$ cat src/rtl/mcos_pkg.sv
// shared constants and types of the min-cost open set
`default_nettype none
package mcos_pkg;

  localparam int ENTRIES   = 64;
  localparam int NODE_BITS = 16;
  localparam int COST_BITS = 16;
  localparam int KEY_BITS  = COST_BITS + 1;
  localparam int AGE_BITS  = 16;
  localparam int IDX_BITS  = $clog2(ENTRIES);

  localparam logic OP_ADD = 1'b0;
  localparam logic OP_POP = 1'b1;

  localparam logic [2:0] ST_ADDED   = 3'd0;
  localparam logic [2:0] ST_UPDATED = 3'd1;
  localparam logic [2:0] ST_POPPED  = 3'd2;
  localparam logic [2:0] ST_EMPTY   = 3'd3;
  localparam logic [2:0] ST_FULL    = 3'd4;

  typedef logic [NODE_BITS-1:0] node_t;
  typedef logic [COST_BITS-1:0] cost_t;
  typedef logic [KEY_BITS-1:0]  key_t;
  typedef logic [AGE_BITS-1:0]  age_t;
  typedef logic [IDX_BITS-1:0]  idx_t;

  // search token that walks the chain, one cell per cycle
  typedef struct packed {
    logic  valid;
    logic  op;
    node_t node;
    key_t  key;
    logic  found;
    idx_t  found_idx;
    logic  free_ok;
    idx_t  free_idx;
    logic  best_ok;
    idx_t  best_idx;
    key_t  best_key;
    age_t  best_dist;
    node_t best_node;
  } probe_t;

  // write or clear of one cell, broadcast to the whole row
  typedef struct packed {
    logic  wr;
    logic  clr;
    idx_t  idx;
    node_t node;
    key_t  key;
    age_t  age;
  } cmd_t;

endpackage
`default_nettype wire

$ cat src/rtl/mcos_cell.sv
// one entry of the open set plus its stage of the search chain
`default_nettype none
module mcos_cell (
  input  wire               clk,
  input  wire               rst,
  input  mcos_pkg::idx_t    cell_idx,
  input  mcos_pkg::age_t    seq,
  input  mcos_pkg::cmd_t    cmd,
  input  mcos_pkg::probe_t  probe_in,
  output mcos_pkg::probe_t  probe_out
);
  import mcos_pkg::*;

  logic   valid;
  node_t  node;
  key_t   key;
  age_t   age;
  probe_t probe_next;
  age_t   age_gap;
  logic   better;

  assign age_gap = seq - age;
  assign better  = !probe_in.best_ok || (key < probe_in.best_key) ||
                   ((key == probe_in.best_key) && (age_gap > probe_in.best_dist));

  always_comb begin
    probe_next = probe_in;
    if (valid && (node == probe_in.node) && !probe_in.found) begin
      probe_next.found     = 1'b1;
      probe_next.found_idx = cell_idx;
    end
    if (!valid && !probe_in.free_ok) begin
      probe_next.free_ok  = 1'b1;
      probe_next.free_idx = cell_idx;
    end
    if (valid && better) begin
      probe_next.best_ok   = 1'b1;
      probe_next.best_idx  = cell_idx;
      probe_next.best_key  = key;
      probe_next.best_dist = age_gap;
      probe_next.best_node = node;
    end
  end

  always_ff @(posedge clk) begin
    if (rst) begin
      valid           <= 1'b0;
      probe_out.valid <= 1'b0;
    end else begin
      probe_out.valid <= probe_next.valid;
      if (cmd.idx == cell_idx) begin
        if (cmd.wr) begin
          valid <= 1'b1;
        end else if (cmd.clr) begin
          valid <= 1'b0;
        end
      end
    end
    probe_out.op        <= probe_next.op;
    probe_out.node      <= probe_next.node;
    probe_out.key       <= probe_next.key;
    probe_out.found     <= probe_next.found;
    probe_out.found_idx <= probe_next.found_idx;
    probe_out.free_ok   <= probe_next.free_ok;
    probe_out.free_idx  <= probe_next.free_idx;
    probe_out.best_ok   <= probe_next.best_ok;
    probe_out.best_idx  <= probe_next.best_idx;
    probe_out.best_key  <= probe_next.best_key;
    probe_out.best_dist <= probe_next.best_dist;
    probe_out.best_node <= probe_next.best_node;
    if (cmd.wr && (cmd.idx == cell_idx)) begin
      node <= cmd.node;
      key  <= cmd.key;
      age  <= cmd.age;
    end
  end

endmodule
`default_nettype wire

$ cat config.mk
export PLATFORM = sky130hd
export DESIGN_NAME = mcos_cell
export DESIGN_NICKNAME = d
export VERILOG_FILES = /design/src/rtl/mcos_pkg.sv /design/src/rtl/mcos_cell.sv
export SDC_FILE = /design/constraint.sdc
export NUM_CORES = 1
export LEC_CHECK = 0
export BUFFER_PORTS_ARGS = -buffer_cell sky130_fd_sc_hd__buf_2
export CAP_MARGIN = 20
export CORE_MARGIN = 5
export CORE_UTILIZATION = 35
export DETAILED_ROUTE_END_ITERATION = 10
export PLACE_DENSITY = 0.7
export SKIP_CTS_REPAIR_TIMING = 1
export SLEW_MARGIN = 25
export SYNTH_ARGS = -nofsm -noshare
export SYNTH_HDL_FRONTEND = slang
export SYNTH_SLANG_ARGS = --single-unit
$ cat constraint.sdc
create_clock -name clk -period 10.6 [get_ports clk]
set_input_delay 1.06 -clock clk [delete_from_list [all_inputs] [get_ports clk]]
set_output_delay 1.06 -clock clk [all_outputs]
set_load 0.02 [all_outputs]
; After elaboration in Yosys (flattened, before gate mapping)
; Index checks and enable logic that the tools add are counted.
[word_totals]
regBits = 155
input_bits = 186
[op_classes]
addsub = 1
magnitude_cmp = 2
n_eq_ne = 3
muxes = 5
n_reduce_logical = 14
[op_table]
columns = cell, count
row1 = $mux 55, 1
row2 = $eq 17x17->1, 1
row3 = $lt 17x17->1, 1
row4 = $eq 16x16->1, 1
row5 = $gt 16x16->1, 1
row6 = $sub 16x16->16, 1
row7 = $mux 6, 2
row8 = $eq 6x6->1, 1
row9 = $logic_and 1x1->1, 6
row10 = $logic_not 1->1, 4
row11 = $logic_or 1x1->1, 2
row12 = $mux 1, 2
row13 = $reduce_and 2->1, 1
row14 = $reduce_bool 2->1, 1

; Logic depth before layout (Yosys ltp)
[logic_depth]
word_depth = 6
mapped_depth = 17

; Worst setup path after synthesis
; No wires, ideal clock.
[synth_path]
path_type = input-to-reg
start = input port seq[0]
end = register probe_out[10] (netlist name)
t_arrival_ps = 4581
setup_slack_ps = 5898
stages = 16
cell_sequence = inv_1 ha_1 inv_1 fa_1 a21o_1 a221oi_2 o211ai_1 a21oi_1 xnor2_1 ha_1 and4_1 and3_4 a221o_1 o2bb2ai_2 buf_6 mux2_4
[synth_lines]
columns = element, line_no
row1 = start: declaration, mcos_cell.sv:7  ; input mcos_pkg::age_t seq,
row2 = end: declaration, mcos_cell.sv:10  ; output mcos_pkg::probe_t probe_out

==> impl_results.md <==
- Outcome: finished, final reports clean
- Final setup viols: 0
- Clk_skew: 0.0107 ns
- Worst slew pin tran: 0.802 ns
- Setup CP Type: in -> reg
- Crit path required time: 10.91 ns
- TritonCTS clock tree: done
- Drt pass-1 iters: 4
- Root buffer cell: clkbuf_16
- Setup TNS: 0 ns
- Final ANT Viol Nets: 0
- Main flop type after synthesis: dfxtp_1
- Via count: 4790
- Initial antenna violation count: 5
- Crit-path max FO: 41
- Asr flop ratio synth: 0%
- RSZ-0062 raised after global routing: no
- Number of synthesized flops with an enable pin: 49
- Final Critical Period: 5.46 ns
- Largest net degree at the start of global routing: 51
- Gpl congestion: 0.823
- Wire per inst: 16.6 µm
- Nets: 1043
- Pre-CTS setup slack: 4.66 ns
- Vias in the first global route: 4908
- Cell Area, Placed: 0.00829 mm²
- Synthesis-stage register bit count: 155
- Period utilization: 51.5%
- WP data arrival: 5.77 ns
- Clock buffer count from CTS: 17
- Area of the core: 0.0186 mm²
- Cell Pwr Density: 159 mW/mm²
- Finished Core Util: 47.7%
- Post-route cell area: 0.00885 mm²
- Share of layout cells above drive strength 1: 48.6%
- Fillcell total: 1743
- Final hold vios: 0
- Max Freq: 183 MHz
- Top-area cell type share of the netlist area: 32.3%
- H-tree depth: 4
- First-pass GRT wire length: 26300 µm
- Post-synthesis cell type count: 47
- Drt first-iter violations: 126
- Startpoint Class: input pin
- Layout area overhead: 34.8%
- Setup crit end kind: flop
- Top-count cell post-synth: dfxtp_1
- Max cap viols: 0
- Area of the mapped netlist: 0.00657 mm²
- Width of the die: 147 µm
- Overall Global Routing Usage: 15.8%
- Num Clock Sinks: 155
- Max VDD drop: 0.000105 V
- Site Rows: 50
- Clock buffer depth: 2
- HP Class: reg -> reg
- Worst-Skew Late Latency: 0.42 ns
- Drt drc: 0
- Slack of the critical path: 5.14 ns
- WL final: 17600 µm
- Warnings, synthesis: 0
- Via-per-instance ratio: 4.53
- Ranking of synthesized cells by area: dfxtp_1 (32%), edfxtp_1 (22%), mux2_4 (11%)
- Grt ovf: 0
- Top-Level Pins: 291
- Synthesized area per cell: 13.1 µm²
- Top cells by count, synth: dfxtp_1 (106), inv_1 (54), edfxtp_1 (49), mux2_4 (49), ha_1 (48)
- Input/output buffers: 290
- Die Y: 147 µm
- Relative slew slack: 46.5%
- Leak: 0.00419 µW
- Synth area leader: dfxtp_1
- Final Max Tran Viols: 0
- CTS clk-pin slew, worst paths: 0.07 ns
- Sequential share of the synthesized area: 54.7%
- Syn nets: 737
- Die area: 0.0216 mm²
- Hpwl dp: 14300 µm
- Initial core utilization: 35.4%
- Cell count after synthesis: 502
==> routing by layer <==
metal / track usage (%) / part of all wire, % / vias to the layer above
li1: - / - / 2408
met1: 19.2 / 42 / 2195
met3: 5.12 / 6.3 / 26
met5: 0 / 0.12 / -
met2: 26.7 / 49 / 157
met4: 5.08 / 1.9 / 4
==> worst max-delay path: stages <==
cell       delay, ns
buf_2           0.09
inv_1           0.05
ha_1            0.16
inv_1           0.05
fa_1            0.40
a21o_1          0.20
a221oi_2        0.43
o211ai_1        0.20
nor2b_1         0.16
o21ai_0         0.29
ha_1            0.29
nand2_1         0.07
nor2_1          0.06
and3_4          0.17
a221o_1         0.35
o2bb2ai_4       0.53
buf_4           0.72
mux2_2          0.41
==> where the power goes <==
group	leakage [µW]	switching, µW	internal (µW)	total, µW
sequential	0.00133	6.56	637	643
combinational	0.00258	101	88.2	189
clock	0.000274	269	310	579
total	0.00419	377	1030	1410
==> stage by stage <==
step | total power [µW] | std cells | hold WS, ns
after floorplan | 764 | 502 | 0.408
after global placement | 843 | 1023 | 0.488
after detailed placement | 847 | 1023 | 0.490
after CTS | 1430 | 1055 | 0.505
after global routing | 1480 | 1058 | 0.523
final | 1410 | 1058 | 0.500
==> placed cells by master, fill, tap and decap left out, types with 3 or more instances in the layout <==
master,count
diode_2,3
inv_8,4
o211ai_1,4
clkbuf_16,17
and3_1,3
edfxtp_1,49
a21oi_1,20
buf_4,3
nand3_1,8
buf_2,290
xor2_1,7
mux2_4,49
nand2_1,12
nor3_1,5
a2111oi_0,3
clkinv_4,4
a211oi_1,6
nand2b_1,3
o21ai_0,14
nand4_1,10
nor2b_1,4
xnor2_1,26
inv_6,4
dfxtp_1,106
mux2_2,18
a21o_1,8
o21a_1,4
ha_1,48
nor2_1,9
inv_1,54
==> registers in the layout (all words and copies together), names as in the netlist <==
signal / cells
age: 16
node: 16
key: 17
valid: 1
probe_out: 105
==> path summary, 6_finish.rpt <==
path	start	endpoint	slack, ns	depth (start not counted)
max reg2reg	age[0]$_DFFE_PP_	probe_out[0]$_DFF_P_	5.62	16
max	seq[0]	probe_out[0]$_DFF_P_	5.14	18
min reg2reg	valid$_SDFFE_PP0P_	probe_out[62]$_SDFF_PP1_	0.50	1
min	valid$_SDFFE_PP0P_	probe_out[62]$_SDFF_PP1_	0.50	1
==> logic make-up after synthesis <==
family	count (synthesis)	synth area share, %
flops	155	54.7
compound gates	72	7.39
mux	68	14.4
simple gates	65	5.64
buf+inv	60	4.00
fa+ha+maj	49	9.45
xor+xnor	33	4.40
==> layout make-up <==
class / count / area, µm² / share of cell area (%)
tap: 234 / 293 / 3.31
clock inverter: 14 / 128 / 1.44
sequential: 155 / 3590 / 40.6
timing repair buffer: 293 / 1470 / 16.6
antenna: 3 / 7.51 / 0.0848
inverter: 54 / 203 / 2.29
multi-input combinational: 287 / 2730 / 30.8
clock buffer: 18 / 429 / 4.85
Power figures use the tool's default switching activity.
